<file path="src/rtl/core/ltws_pkg.sv">
package ltws_pkg;

	// Table geometry
	localparam int THREAD_COUNT = 8;
	localparam int TICKET_BITS  = 13;

	// Cell id width: wide enough for every cell and for the 3-bit thread field
	localparam int ID_W  = (THREAD_COUNT > 8) ? $clog2(THREAD_COUNT) : 3;
	// Running ticket sum never overflows
	localparam int SUM_W = TICKET_BITS + $clog2(THREAD_COUNT);
	// Common width for comparing the sum against 16-bit values
	localparam int CMP_W = (SUM_W > 16) ? SUM_W : 16;

	// Operation codes
	localparam logic [1:0] OP_LOAD   = 2'd0;
	localparam logic [1:0] OP_DRAW   = 2'd1;
	localparam logic [1:0] OP_FINISH = 2'd2;

	typedef logic [TICKET_BITS-1:0] ticket_t;
	typedef logic [SUM_W-1:0]       sum_t;
	typedef logic [ID_W-1:0]        cell_id_t;

	// Command word
	typedef struct packed {
		logic [1:0]  opcode;
		logic [2:0]  thread_index;
		logic [12:0] ticket_count;
		logic [15:0] ticket_number;
	} cmd_word_t;

	// Result word
	typedef struct packed {
		logic [2:0]  winner_index;
		logic        winner_found;
		logic        winner_ran_before;
		logic [15:0] ticket_total;
	} res_word_t;

	// Token that walks down the row of cells
	typedef struct packed {
		logic        valid;
		cmd_word_t   cmd;
		sum_t        acc;
		logic        found;
		logic [2:0]  win;
		logic        ran;
	} token_t;

	// Keep only the low TICKET_BITS of a loaded count
	function automatic ticket_t ticket_of(input logic [12:0] count);
		return ticket_t'(count);
	endfunction

endpackage

</file>
<file path="src/rtl/core/ltws_cell.sv">
module ltws_cell (
	input  logic              clk,
	input  logic              arst_n,
	input  logic              en,
	input  ltws_pkg::cell_id_t cell_id,
	input  ltws_pkg::token_t   tok_in,
	output ltws_pkg::token_t   tok_out
);
	import ltws_pkg::*;

	ticket_t tickets_q;
	logic    mark_q;
	token_t  tok_q;

	logic    addr_hit;
	logic    load_hit;
	logic    fin_hit;
	logic    draw_hit;
	ticket_t tickets_after;
	sum_t    acc_next;
	token_t  tok_next;

	// Address match, thread field zero-extended to the cell id width
	assign addr_hit = (cell_id == ID_W'(tok_in.cmd.thread_index));
	assign load_hit = tok_in.valid && (tok_in.cmd.opcode == OP_LOAD) && addr_hit;
	assign fin_hit  = tok_in.valid && (tok_in.cmd.opcode == OP_FINISH) && addr_hit;

	// Ticket count after this word; draws leave it alone
	always_comb begin
		if (load_hit) begin
			tickets_after = ticket_of(tok_in.cmd.ticket_count);
		end else if (fin_hit) begin
			tickets_after = '0;
		end else begin
			tickets_after = tickets_q;
		end
	end

	// Running sum doubles as the draw's prefix sum
	assign acc_next = tok_in.acc + SUM_W'(tickets_after);

	assign draw_hit = tok_in.valid && (tok_in.cmd.opcode == OP_DRAW) && !tok_in.found
		&& (tok_in.cmd.ticket_number != '0) && (tickets_q != '0)
		&& (CMP_W'(acc_next) >= CMP_W'(tok_in.cmd.ticket_number));

	// Token to the next cell
	always_comb begin
		tok_next     = tok_in;
		tok_next.acc = acc_next;
		if (draw_hit) begin
			tok_next.found = 1'b1;
			tok_next.win   = cell_id[2:0];
			tok_next.ran   = mark_q;
		end
	end

	// Cell state
	always_ff @(posedge clk or negedge arst_n) begin
		if (!arst_n) begin
			tickets_q <= '0;
			mark_q    <= 1'b0;
		end else if (en) begin
			tickets_q <= tickets_after;
			if (load_hit) begin
				mark_q <= 1'b0;
			end else if (draw_hit) begin
				mark_q <= 1'b1;
			end
		end
	end

	// Token register
	always_ff @(posedge clk or negedge arst_n) begin
		if (!arst_n) begin
			tok_q <= '0;
		end else if (en) begin
			tok_q <= tok_next;
		end
	end

	assign tok_out = tok_q;

endmodule

</file>
<file path="src/rtl/core/lottery_ticket_winner_select.sv">
// Pipeline: THREAD_COUNT + 1 register stages, the token register of each thread cell
// and then the result register.
// Throughput: one word per cycle while no result stalls; each word walks the row of thread cells one cell a cycle.
// The whole row and the result register advance together and hold while a result stalls.
// Reset: asynchronous, active low; all ticket counts and has-run marks clear to zero.
module lottery_ticket_winner_select (
	input  logic                clk,
	input  logic                arst_n,
	input  logic                cmd_valid,
	output logic                cmd_ready,
	input  ltws_pkg::cmd_word_t cmd,
	output logic                res_valid,
	input  logic                res_ready,
	output ltws_pkg::res_word_t res
);
	import ltws_pkg::*;

	token_t    tok_c [0:THREAD_COUNT];
	token_t    head;
	logic      en;
	logic      res_valid_q;
	res_word_t res_q;
	token_t    tail;
	logic [CMP_W-1:0] total_w;
	logic [15:0] total_sat;

	// Row advances whenever the result register is free or being drained
	assign en        = !res_valid_q || res_ready;
	assign cmd_ready = en;

	// Fresh token into the first cell
	always_comb begin
		head       = '0;
		head.valid = cmd_valid;
		head.cmd   = cmd;
	end

	assign tok_c[0] = head;

	// Row of thread cells
	for (genvar i = 0; i < THREAD_COUNT; i++) begin : g_cell
		ltws_cell u_cell (
			.clk     (clk),
			.arst_n  (arst_n),
			.en      (en),
			.cell_id (ID_W'(i)),
			.tok_in  (tok_c[i]),
			.tok_out (tok_c[i+1])
		);
	end

	assign tail = tok_c[THREAD_COUNT];

	// Saturate the reported total
	assign total_w   = CMP_W'(tail.acc);
	assign total_sat = (total_w > CMP_W'(16'hFFFF)) ? 16'hFFFF : total_w[15:0];

	// Result register
	always_ff @(posedge clk or negedge arst_n) begin
		if (!arst_n) begin
			res_valid_q <= 1'b0;
		end else if (en) begin
			res_valid_q <= tail.valid;
		end
	end

	always_ff @(posedge clk) begin
		if (en) begin
			res_q.winner_index      <= tail.found ? tail.win : 3'd0;
			res_q.winner_found      <= tail.found;
			res_q.winner_ran_before <= tail.found & tail.ran;
			res_q.ticket_total      <= total_sat;
		end
	end

	assign res_valid = res_valid_q;
	assign res       = res_q;

`ifndef SYNTHESIS
	// No winner means zero index and no resume
	a_nowin_zero: assert property (@(posedge clk) disable iff (!arst_n)
		res_valid && !res.winner_found |-> res.winner_index == 3'd0 && !res.winner_ran_before)
		else $error("result without winner carries index or resume");

	// A winner needs tickets in the table
	a_win_total: assert property (@(posedge clk) disable iff (!arst_n)
		res_valid && res.winner_found |-> res.ticket_total != 16'd0)
		else $error("winner reported with zero ticket total");

	// Only a draw with a nonzero ticket number can find a winner
	a_win_draw: assert property (@(posedge clk) disable iff (!arst_n)
		tail.valid && tail.found |-> tail.cmd.opcode == OP_DRAW
			&& tail.cmd.ticket_number != 16'd0)
		else $error("winner found on a non-draw word");
`endif

endmodule

</file>
<file path="config.mk">
export PLATFORM = sky130hd
export DESIGN_NAME = lottery_ticket_winner_select
export DESIGN_NICKNAME = d
export VERILOG_FILES = /design/src/rtl/core/ltws_pkg.sv /design/src/rtl/core/ltws_cell.sv /design/src/rtl/core/lottery_ticket_winner_select.sv
export SDC_FILE = /design/constraint.sdc
export NUM_CORES = 1
export LEC_CHECK = 0
export BUFFER_PORTS_ARGS = -buffer_cell sky130_fd_sc_hd__buf_2
export CAP_MARGIN = 20
export CORE_MARGIN = 4
export CORE_UTILIZATION = 40
export CTS_BUF_LIST = sky130_fd_sc_hd__clkbuf_2 sky130_fd_sc_hd__clkbuf_4 sky130_fd_sc_hd__clkbuf_8
export DETAILED_ROUTE_END_ITERATION = 8
export PLACE_DENSITY = 0.51
export SLEW_MARGIN = 40
export SYNTH_ARGS = -nofsm -noshare
export SYNTH_HDL_FRONTEND = slang
export SYNTH_SLANG_ARGS = --single-unit
export TNS_END_PERCENT = 1
</file>
<file path="constraint.sdc">
create_clock -name clk -period 5.6 [get_ports clk]
set_clock_uncertainty 0.1 [all_clocks]
set_input_delay 1.12 -clock clk [delete_from_list [all_inputs] [get_ports clk]]
set_output_delay 1.12 -clock clk [all_outputs]
set_load 0.005 [all_outputs]
</file>
# Yosys cells after proc, flatten, opt, wreduce, memory -nomap -nowiden
# Index checks and enable logic that the tools add are counted.
classes:
  addsub: 7
  order_cmp: 9
  eq_ne: 23
  muxes: 40
  n_bitwise: 1
  reduce_logical: 121
ops:
  columns: ["operator", "n"]
  rows:
  - ["13-bit 2-to-1 mux", 16]
  - ["16-bit nonzero test", 8]
  - ["16-bit >= comparator", 7]
  - ["13-bit nonzero test", 8]
  - ["16-bit by 13-bit adder with 16-bit output", 6]
  - ["1-bit logical AND", 71]
  - ["5-bit 2-to-1 mux", 8]
  - ["2-bit by 1-bit equality test with 1-bit output, second input constant", 8]
  - ["2-bit equality test, second input constant", 8]
  - ["13-bit by 16-bit >= comparator with 1-bit output", 1]
  - ["16-bit > comparator, second input constant", 1]
  - ["2-bit logical NOT", 8]
  - ["1-bit 2-to-1 mux", 16]
  - ["2-bit AND reduction", 8]
  - ["2-bit nonzero test", 8]
  - ["13-bit by 13-bit adder with 14-bit output", 1]
  - ["3-bit equality test, first input constant", 4]
  - ["1-bit logical NOT", 8]
  - ["2-bit by 3-bit equality test with 1-bit output, first input constant", 2]
  - ["1-bit by 3-bit equality test with 1-bit output, first input constant", 1]
  - ["3-bit logical NOT", 1]
  - ["1-bit AND", 1]
  - ["1-bit logical OR", 1]
word_totals:
  regBits: 532
  in_bits: 38
  out_inout_bits: 23
  elab_cells: 289

# Longest topological paths before layout
# Gate-level depths: netlist (run 1).
depth:
  word_depth: 10
  depth_mapped: 21
  depth_no_buf: 21

# By module
# A second synthesis (run 1) with hierarchy kept.
unflattened:
  hier_cells: 3269
  hier_area_um2: 34848.4
modules_own_cells:
  columns: ["mod", "n_inst", "cells_per_inst", "area_each_um2"]
  rows:
  - ["ltws_cell (g_cell[0].u_cell ...)", 5, 409, 4344.2]
  - ["ltws_cell (g_cell[5].u_cell ...)", 3, 398, 4139.0]
  - ["lottery_ticket_winner_select", 1, 30, 710.7]

# Worst setup path after synthesis (run 1)
# Ideal clock, no wire load.
synth_path:
  path_type: "flip-flop to flip-flop"
  startpoint: "register g_cell[5].u_cell.tok_q, in the netlist g_cell[5].u_cell.tok_out[50]"
  endpoint: "register g_cell[6].u_cell.tok_q, in the netlist g_cell[6].u_cell.tok_out[0]"
  setup_ns: 0.135
  arrival_time_ns: 4.376
  required_time_ns: 5.365
  setup_slack_ns: 0.989
  path_stages_with_launch: 19
  path_cell_list: "dfrtp_1 nand4b_1 nor2_1 buf_2 mux2_2 ha_1 a211oi_1 a211oi_2 a2111oi_4 a21oi_2 a41oi_1 nand2_1 ha_1 nand4_1 nor4_1 o31ai_1 a31oi_1 mux2i_1 o21ai_0"
synth_via:
  elab_chain_len: 8
synth_rtl:
  columns: ["item", "line_no", "text"]
  rows:
  - ["start, declared", "ltws_cell.sv:13", "token_t tok_q;"]
  - ["start signal, assigned", "ltws_cell.sv:77", "tok_q <= tok_next;"]
  - ["3-bit equality test (*)", "ltws_cell.sv:24", "assign addr_hit = (cell_id == ID_W'(tok_in.cmd.thread_index));"]
  - ["1-bit logical AND", "ltws_cell.sv:26", "assign fin_hit = tok_in.valid && (tok_in.cmd.opcode == OP_FINISH) && addr_hit;"]
  - ["13-bit 2-to-1 mux", "ltws_cell.sv:32", "end else if (fin_hit) begin"]
  - ["13-bit 2-to-1 mux (*)", "ltws_cell.sv:30", "if (load_hit) begin"]
  - ["via g_cell[6].u_cell.tickets_after[3]", "ltws_cell.sv:19", "ticket_t tickets_after;"]
  - ["16-bit by 13-bit adder with 16-bit output (*)", "ltws_cell.sv:40", "assign acc_next = tok_in.acc + SUM_W'(tickets_after);"]
  - ["via g_cell[6].u_cell.acc_next[14]", "ltws_cell.sv:20", "sum_t acc_next;"]
  - ["16-bit >= comparator (*)", "ltws_cell.sv:44", "&& (CMP_W'(acc_next) >= CMP_W'(tok_in.cmd.ticket_number));"]
  - ["1-bit logical AND (*)", "ltws_cell.sv:44", null]
  - ["5-bit 2-to-1 mux (*)", "ltws_cell.sv:50", "if (draw_hit) begin"]
  - ["end signal, assigned", "ltws_cell.sv:77", null]
  - ["end, declared", "ltws_cell.sv:13", null]
# The timed path passes the listed nets; every way through them passes the cells marked *.
# A chain may end at the register's enable or synchronous reset.

# Worst setup path in the final report (run 1)
layout_path:
  startpoint: "register g_cell[4].u_cell.tok_q, in the netlist g_cell[4].u_cell.tok_out[51]"
  endpoint: "register g_cell[5].u_cell.tok_q, in the netlist g_cell[5].u_cell.tok_out[0]"
layout_via:
  elab_chain_len: 8
layout_rtl:
  columns: ["item", "line_no"]
  rows:
  - ["start, declared", "ltws_cell.sv:13"]
  - ["start signal, assigned", "ltws_cell.sv:77"]
  - ["3-bit equality test (*)", "ltws_cell.sv:24"]
  - ["1-bit logical AND", "ltws_cell.sv:26"]
  - ["13-bit 2-to-1 mux", "ltws_cell.sv:32"]
  - ["13-bit 2-to-1 mux (*)", "ltws_cell.sv:30"]
  - ["via g_cell[5].u_cell.tickets_after[3]", "ltws_cell.sv:19"]
  - ["16-bit by 13-bit adder with 16-bit output (*)", "ltws_cell.sv:40"]
  - ["via g_cell[5].u_cell.acc_next[14]", "ltws_cell.sv:20"]
  - ["16-bit >= comparator (*)", "ltws_cell.sv:44"]
  - ["1-bit logical AND (*)", "ltws_cell.sv:44"]
  - ["5-bit 2-to-1 mux (*)", "ltws_cell.sv:50"]
# Marks and branches as above.

==> results.py, run 1 <==
metrics = {
    "detailed_routing": {
        "viasPerCell": 5.19,
        "drtPass1Iterations": 5,
        "routed_wl_mm": 82.8,
        "drt_iter0_markers": 1287,
        "wl_per_cell_um": 18.9,
        "ant_nets": 0,
        "vias": 22700,
        "drc": 0,
    },
    "sta": {
        "post-route-period-util": 0.930,
        "relSlewSlack": 0.434,
        "fmax_mhz": 192,
        "tightest_slew_ns": 0.849,
        "setup_violations": 0,
        "rsz0062_at_grt": "false",
        "slew_viol_final": 0,
        "finalHoldViolCount": 0,
        "hold_ws_ns": 0.232,
        "tns_ns": 0,
        "fin_crit_ns": 5.21,
    },
    "flow_run": {
        "max-cap-violations": 0,
    },
    "logic_synthesis": {
        "synth_nets": 3544,
        "syn-mean-instance-area_um2": 8.85,
        "syn_area_um2": 29000,
        "synthArstFlopShare": 0.960,
        "synth_enable_flop_cells": 21,
        "ys_types": 73,
        "seq_area_frac_synth": 0.453,
        "ys_seq_elements": 522,
        "syn_inst": 3281,
        "yosysWarnings": 0,
        "synth_ff_type": "dfrtp_1",
    },
    "placed_design": {
        "gp_congestion": 0.909,
        "portBuffers": 60,
        "hpwl_mm": 61.8,
    },
    "grt": {
        "gr-total-overflow": 0,
        "grt_pass1_vias": 23300,
        "grt_max_degree": 215,
        "antenna_found_initial": 1,
        "grt_pass1_wl_mm": 132,
        "grt_usage": 0.214,
    },
    "worst_hold_path": {
        "min_path_type": "in2async",
    },
    "setup_path": {
        "cp-start-kind": "register",
        "worstSetupPathType": "reg2reg",
        "worstPathCellList": "nand4b_1 > nor2_2 > buf_4 > mux2_2 > ha_1 > o21a_1 > o31a_1 > o21ai_0 > a21boi_0 > o31a_1 > mux2i_1 > nand2_1 > ha_1 > nand4_1 > nor2_1 > nand2_1 > o32a_1 > a31oi_1 > buf_4 > mux2i_1 > o21ai_0",
        "crit_family": "compound AO/OA/AOI/OAI gates",
        "reg2reg_slack_ns": 0.39,
        "reg2reg_from": "g_cell[4].u_cell.tok_out[51]",
        "r2r_cells": 21,
        "worstPathBufferInverterCount": 2,
        "cp_slowest_cell": "nor2_2",
        "cp_max_fo": 10,
        "worstReg2RegEnd": "g_cell[5].u_cell.tok_out[0]",
        "endpoint_kind": "register",
        "slowest_delay_ns": 0.40,
        "required_ns": 6.04,
        "arrival_ns": 5.64,
    },
    "clocking": {
        "cts_hold_buf": 0,
        "cts_buffers": 99,
        "clock_path_buffers": 3,
        "clockRootBuffer": "clkbuf_8",
        "cts_tree": "done",
        "insertion_delay_ns": 0.69,
        "clkSinkCount": 522,
        "htree_levels": 3,
        "clkTransAtPathRegs_ns": 0.06,
    },
    "final_layout": {
        "nNetsFinal": 3609,
        "syn_to_final_growth_pct": 12.6,
        "drive_gt1_frac": 0.124,
        "fillCellCount": 7039,
    },
    "die": {
        "dieHeight_um": 277,
        "core-area_um2": 71700,
        "pin_count": 61,
        "initial_utilization": 0.405,
        "rows": 98,
        "dieWidth_um": 277,
        "die_area_um2": 77000,
    },
    "outcome": {
        "status": "finished, final reports clean",
    },
}
worst max path at each step:
| stage | startpoint | end | slack [ns] | cells after the start |
|---|---|---|---|---|
| after floorplan | g_cell[5].u_cell.tok_out[50] | g_cell[6].u_cell.tok_out[0] | 0.99 | 18 |
| after global placement | g_cell[4].u_cell.tok_out[51] | g_cell[5].u_cell.tok_out[0] | 0.32 | 21 |
| after detailed placement | g_cell[4].u_cell.tok_out[51] | g_cell[5].u_cell.tok_out[0] | 0.25 | 21 |
| after CTS | g_cell[4].u_cell.tok_out[51] | g_cell[5].u_cell.tok_out[0] | 0.22 | 21 |
| after global routing | g_cell[4].u_cell.tok_out[51] | g_cell[5].u_cell.tok_out[0] | 0.15 | 21 |
| final | g_cell[4].u_cell.tok_out[51] | g_cell[5].u_cell.tok_out[0] | 0.39 | 21 |
layout by cell type (no fill, tap or decap), drive strengths merged, types with 25 or more instances in the layout:
cell and n:
nor2b 104, a21oi 122, mux2 117, nand3 25, nand2 754, xnor2 53, o21ai 210, ha 218
nand4 32, buf 95, dfrtp 501, nor3 26, nor4 50, nor2 421, inv 183, a21o 52
clkbuf 157
metal layers:
layer,track usage,routed length (um),vias up
met1,0.277,36900,11100
met3,0.0290,2770,112
met4,0.0614,1940,0
met5,0,0,-
li1,-,-,11200
met2,0.375,41100,344
through the flow:
stage | utilization | instances | setup WS (ns) | area, um^2
2_1_floorplan | - | 3281 | 0.989 | 29000
3_3_place_gp | 0.424 | 4193 | 0.315 | 30400
3_5_place_dp | 0.424 | 4194 | 0.253 | 30400
4_1_cts | 0.455 | 4375 | 0.221 | 32700
5_1_grt | 0.456 | 4377 | 0.154 | 32700
6_report | 0.456 | 4377 | 0.393 | 32700
flip-flops by register name, summed over array words and instances (netlist names):
register / count
g_cell.u_cell.mark_q: 8
g_cell.u_cell.tickets_q: 91
g_cell.u_cell.tok_out: 401
res: 21
res_valid: 1
logic make-up after synthesis:
logic type / Yosys count / synth area share
buffers and inverters: 313 / 0.0408
muxes: 129 / 0.0495
DFF: 522 / 0.453
and+or+nand+nor: 1479 / 0.218
xor gates and xnor gates: 77 / 0.0237
adders and majority gates: 225 / 0.0987
AOI/OAI and AO/OA: 536 / 0.116
cell usage after synthesis, types with 13 or more instances:
library cell	n	area, um^2
nand4_1	32	200
inv_1	182	683
nand3_1	25	125
xor2_1	24	210
mux2_2	117	1320
dfrtp_1	501	12500
nor2b_1	104	651
nand2b_1	17	106
nand2_1	754	2830
xnor2_1	51	447
a21o_1	52	390
o21ai_0	204	1020
nor2_1	421	1580
a211oi_1	15	113
o41ai_1	13	114
o21a_1	20	150
buf_1	13	48.8
nor3_1	26	130
a21oi_1	120	601
edfxtp_1	21	631
ha_1	218	2730
nor4_1	49	307
clkbuf_1	109	409
layout make-up:
type,count,area (um^2),share of cell area
Multi-Input combinational cell,2446,14700,0.450
Sequential cell,522,13200,0.403
Clock buffer,157,1970,0.0601
Tap cell,950,1190,0.0363
Timing Repair Buffer,95,717,0.0219
Inverter,182,691,0.0211
Clock inverter,24,262,0.00800
Antenna cell,1,2.50,0.0000765
what timing repair did:
item,4_1_cts,5_1_grt
gates resized for setup,0,1
endpoints found under the setup margin,0,1
buffers inserted,0,0
Power of run 1 is not shown: default switching activity piles up to over one toggle a cycle in this logic, so the estimate is an artifact.
==> run 2, diff against run 1 <==
==> constraint.sdc (replaced) <==
create_clock -name clk -period 5.6 [get_ports clk]
set_clock_uncertainty 0.1 [all_clocks]
set_input_delay 1.12 -clock clk [delete_from_list [all_inputs] [get_ports clk]]
set_output_delay 1.12 -clock clk [all_outputs]
set_load 0.01 [all_outputs]
==> results.py, run 2 (synthesis gave the netlist of run 1 again) <==
metrics = {
    "outcome": {
        "status": "finished, final reports clean",
    },
    "final_layout": {
        "largest_reg_flops": 401,
        "multi_input_area_um2": 14700,
        "regArea_um2": 13200,
        "fillCellCount": 7114,
        "syn_to_final_growth_pct": 12.4,
        "layout_common_cells": "754 x nand2_1, 500 x dfrtp_1, 420 x nor2_1, 218 x ha_1, 204 x o21ai_0",
        "drive_gt1_frac": 0.123,
        "fin_cells": 4371,
        "final_common_cell": "nand2_1",
        "nNetsFinal": 3609,
    },
    "placed_design": {
        "hpwl_mm": 61.1,
        "dp.cells": 4195,
        "portBuffers": 60,
        "gp_congestion": 0.898,
    },
    "clocking": {
        "clkSinkCount": 522,
        "cts_buffers": 98,
        "clock_path_buffers": 3,
        "htree_levels": 3,
        "cts_tree": "done",
        "insertion_delay_ns": 0.70,
        "clkTransAtPathRegs_ns": 0.06,
        "clockRootBuffer": "clkbuf_8",
    },
    "die": {
        "pin_count": 61,
        "core-area_um2": 71700,
        "dieHeight_um": 277,
        "initial_utilization": 0.405,
        "rows": 98,
        "die_area_um2": 77000,
        "dieWidth_um": 277,
    },
    "detailed_routing": {
        "routed_wl_mm": 82.7,
        "drt_iter0_markers": 1409,
        "viasPerCell": 5.23,
        "ant_nets": 0,
        "drc": 0,
        "drtPass1Iterations": 7,
        "wl_per_cell_um": 18.9,
        "vias": 22800,
    },
    "grt": {
        "gr-total-overflow": 0,
        "grt_pass1_wl_mm": 131,
        "antenna_found_initial": 2,
        "grt_usage": 0.213,
        "grt_max_degree": 180,
        "grt_pass1_vias": 23300,
    },
    "setup_path": {
        "worstSetupPathType": "reg2reg",
        "cp-start-kind": "register",
        "required_ns": 6.04,
        "endpoint_kind": "register",
        "arrival_ns": 5.56,
        "cp_max_fo": 10,
    },
    "sta": {
        "fin_crit_ns": 5.12,
        "tightest_slew_ns": 0.766,
        "tns_ns": 0,
        "finalHoldViolCount": 0,
        "post-route-period-util": 0.914,
        "relSlewSlack": 0.489,
        "fmax_mhz": 195,
        "slew_viol_final": 0,
        "rsz0062_at_grt": "false",
        "setup_violations": 0,
    },
    "worst_hold_path": {
        "min_path_type": "in2async",
    },
    "flow_run": {
        "max-cap-violations": 0,
    },
}
==> run 2: metal layers <==
layer  global-route usage  share of wire  routed length, um
met1                0.275           0.44              36500
met3               0.0316          0.034               2820
met4               0.0687          0.032               2680
met5                    0              0                  0
met2                0.368           0.49              40700
==> run 2: stage by stage <==
stage               setup WS, ns  instance area (um^2)   util  hold slack, ns
floorplan                  0.989                 29000      -           0.321
finish                     0.482                 32600  0.455           0.260
CTS                        0.303                 32600  0.455           0.250
global route               0.131                 32600  0.455           0.269
global placement           0.342                 30400  0.424           0.325
detailed placement         0.368                 30500  0.425           0.333
==> run 2: final timing paths <==
path | from | endpoint | slack, ns | depth (start not counted)
min reg2reg | g_cell[7].u_cell.tok_out[18] | res[13] | 0.34 | 0
min in group clk | g_cell[7].u_cell.tok_out[18] | res[13] | 0.34 | 0
max | g_cell[4].u_cell.tok_out[51] | g_cell[5].u_cell.tok_out[0] | 0.48 | 21
max reg2reg | g_cell[4].u_cell.tok_out[51] | g_cell[5].u_cell.tok_out[0] | 0.48 | 21
min | arst_n | g_cell[7].u_cell.tok_out[18] | 0.26 | 1
max in group asynchronous | arst_n | g_cell[3].u_cell.tok_out[27] | 4.01 | 2
==> run 2: cell type report <==
| type | count | area share |
|---|---|---|
| Multi-Input combinational cell | 2446 | 0.450 |
| Tap cell | 950 | 0.0364 |
| Antenna cell | 2 | 0.000153 |
| Clock inverter | 20 | 0.00744 |
| Sequential cell | 522 | 0.403 |
| Timing Repair Buffer | 96 | 0.0227 |
| Inverter | 182 | 0.0212 |
| Clock buffer | 153 | 0.0584 |
==> run 2: what timing repair did <==
| action | in CTS | in global routing |
|---|---|---|
| buffers inserted | 0 | 0 |
| setup endpoints to repair | 0 | 1 |
| gates resized for setup | 0 | 1 |
| hold buffers | 0 | 0 |
==> run 2: critical path: stages (launching register included) <==
cell and delay, ns:
dfrtp_1 0.39, nand4b_1 0.20, nor2_2 0.32, buf_4 0.27, mux2_2 0.37, ha_1 0.36, o21a_1 0.20, o31a_1 0.12
o21ai_0 0.28, a21boi_0 0.18, o31a_1 0.29, mux2i_1 0.21, nand2_1 0.09, ha_1 0.30, nand4_1 0.16, nor2_1 0.17
nand2_1 0.07, o32a_1 0.28, a31oi_1 0.18, buf_4 0.18, mux2i_1 0.17, o21ai_0 0.08
Power of run 2 is left out for the same reason.
==> run 3, diff against run 2 <==
Settings changed: CTS_BUF_LIST sky130_fd_sc_hd__clkbuf_2 sky130_fd_sc_hd__clkbuf_4 sky130_fd_sc_hd__clkbuf_8 to sky130_fd_sc_hd__clkbuf_8.
Clock period 5.6 ns to 5.2 ns, I/O delays scaled along.
==> results.py, run 3 (synthesis gave the netlist of run 1 again) <==
metrics = {
    "flow_run": {
        "max-cap-violations": 0,
    },
    "setup_path": {
        "cp_slowest_cell": "dfrtp_1",
        "cp_max_fo": 14,
        "reg2reg_slack_ns": 0.26,
        "cp.depth": 23,
        "worstReg2RegEnd": "g_cell[5].u_cell.tok_out[0]",
        "arrival_ns": 5.36,
        "worstPathCellList": "nand4b_1 > nor2_2 > buf_12 > mux2_2 > ha_1 > inv_1 > fa_1 > nor2b_1 > o31a_1 > o21a_1 > o21a_1 > o21ai_0 > nor3b_2 > nor2_1 > ha_1 > nand4_1 > nor2_1 > nand2_1 > o32a_1 > a31oi_2 > buf_4 > mux2i_1 > o21ai_0",
        "reg2reg_from": "g_cell[4].u_cell.tok_out[51]",
        "worstSetupPathType": "reg2reg",
        "r2r_cells": 23,
        "cp-start-kind": "register",
        "endpoint_kind": "register",
        "worstPathBufferInverterCount": 3,
        "slowest_delay_ns": 0.38,
        "crit_family": "compound AO/OA/AOI/OAI gates",
        "required_ns": 5.63,
    },
    "outcome": {
        "status": "finished, final reports clean",
    },
    "placed_design": {
        "gp_congestion": 0.871,
        "portBuffers": 60,
        "hpwl_mm": 60.5,
        "place_ws_ns": 0.146,
        "placed_area_um2": 30500,
    },
    "detailed_routing": {
        "vias": 22600,
        "ant_nets": 0,
        "drtPass1Iterations": 5,
        "drt_iter0_markers": 1555,
        "viasPerCell": 5.17,
        "drc": 0,
        "wl_per_cell_um": 18.6,
        "routed_wl_mm": 81.0,
    },
    "clocking": {
        "cts_hold_buf": 0,
        "clockRootBuffer": "clkbuf_8",
        "insertion_delay_ns": 0.70,
        "clkTransAtPathRegs_ns": 0.06,
        "cts_buffers": 94,
        "clock_path_buffers": 3,
        "htree_levels": 3,
        "clkSinkCount": 522,
        "postCtsSetupRepairBufs": 0,
        "cts_tree": "done",
    },
    "final_layout": {
        "final_common_cell": "nand2_1",
        "layout_common_cells": "754 x nand2_1, 501 x dfrtp_1, 418 x nor2_1, 218 x ha_1, 214 x inv_1",
        "largest_reg_flops": 401,
        "syn_to_final_growth_pct": 11.9,
        "finalInstanceArea_um2": 32500,
        "fin_util": 0.453,
        "drive_gt1_frac": 0.115,
        "nNetsFinal": 3609,
    },
    "grt": {
        "gr-total-overflow": 0,
        "antenna_found_initial": 1,
        "grt_max_degree": 184,
        "grt_usage": 0.209,
        "grt_pass1_vias": 22800,
        "grt_pass1_wl_mm": 129,
    },
    "sta": {
        "fin_crit_ns": 4.94,
        "tightest_slew_ns": 0.840,
        "final.setup.worst_slack_ns": 0.265,
        "rsz0062_at_grt": "true",
        "setup_violations": 0,
        "relSlewSlack": 0.440,
        "post-route-period-util": 0.949,
        "slew_viol_final": 0,
        "fmax_mhz": 203,
        "hold_ws_ns": 0.197,
        "finalHoldViolCount": 0,
    },
    "die": {
        "die_area_um2": 77000,
        "dieHeight_um": 277,
        "dieWidth_um": 277,
        "core-area_um2": 71700,
        "initial_utilization": 0.405,
        "rows": 98,
        "pin_count": 61,
    },
    "worst_hold_path": {
        "min_path_type": "in2async",
    },
}
run 3: final cells by class:
class                           instances  area [um^2]
Inverter                              182          691
Timing Repair Buffer                  100          783
Fill cell                            7069        39200
Clock buffer                          115         1580
Sequential cell                       522        13200
Clock inverter                         48          340
Antenna cell                            1         2.50
Multi-Input combinational cell       2446        14800
Tap cell                              950         1190
run 3: what timing repair did:
action,CTS,global route
endpoints found under the hold margin,0,0
endpoints found under the setup margin,0,15
gates resized for setup,0,13
run 3: worst reg2reg max path: stages (launching register included):
cell and delay [ns]:
dfrtp_1 0.38, nand4b_1 0.19, nor2_2 0.15, buf_12 0.17, mux2_2 0.37, ha_1 0.22
inv_1 0.08, fa_1 0.22, nor2b_1 0.07, o31a_1 0.27, o21a_1 0.19, o21a_1 0.19
o21ai_0 0.25, nor3b_2 0.27, nor2_1 0.09, ha_1 0.29, nand4_1 0.09, nor2_1 0.13
nand2_1 0.07, o32a_1 0.29, a31oi_2 0.27, buf_4 0.19, mux2i_1 0.17, o21ai_0 0.08
run 3: worst max-delay path by stage:
stage                                      start                           to  slack [ns]
floorplan           g_cell[5].u_cell.tok_out[50]  g_cell[6].u_cell.tok_out[0]        0.59
global placement    g_cell[4].u_cell.tok_out[51]  g_cell[5].u_cell.tok_out[0]        0.19
detailed placement  g_cell[2].u_cell.tok_out[52]  g_cell[3].u_cell.tok_out[0]        0.15
CTS                 g_cell[2].u_cell.tok_out[52]  g_cell[3].u_cell.tok_out[0]        0.12
global route        g_cell[6].u_cell.tok_out[53]  g_cell[7].u_cell.tok_out[0]       -0.05
finish              g_cell[4].u_cell.tok_out[51]  g_cell[5].u_cell.tok_out[0]        0.26
run 3: routing by layer:
metal  global-route usage  vias to the layer above  share of wire
li1                     -                    11200              -
met1                0.272                    10900           0.45
met2                0.362                      365           0.49
met3               0.0295                      126          0.034
met4               0.0622                        0          0.028
met5                    0                        -              0
run 3: per-stage QoR:
| stage | setup TNS [ns] | std cells |
|---|---|---|
| after CTS | 0 | 4363 |
| after global routing | -0.0777 | 4364 |
| after detailed placement | 0 | 4200 |
| final | 0 | 4364 |
| after global placement | 0 | 4197 |
| after floorplan | 0 | 3281 |
Power of run 3 is left out for the same reason.
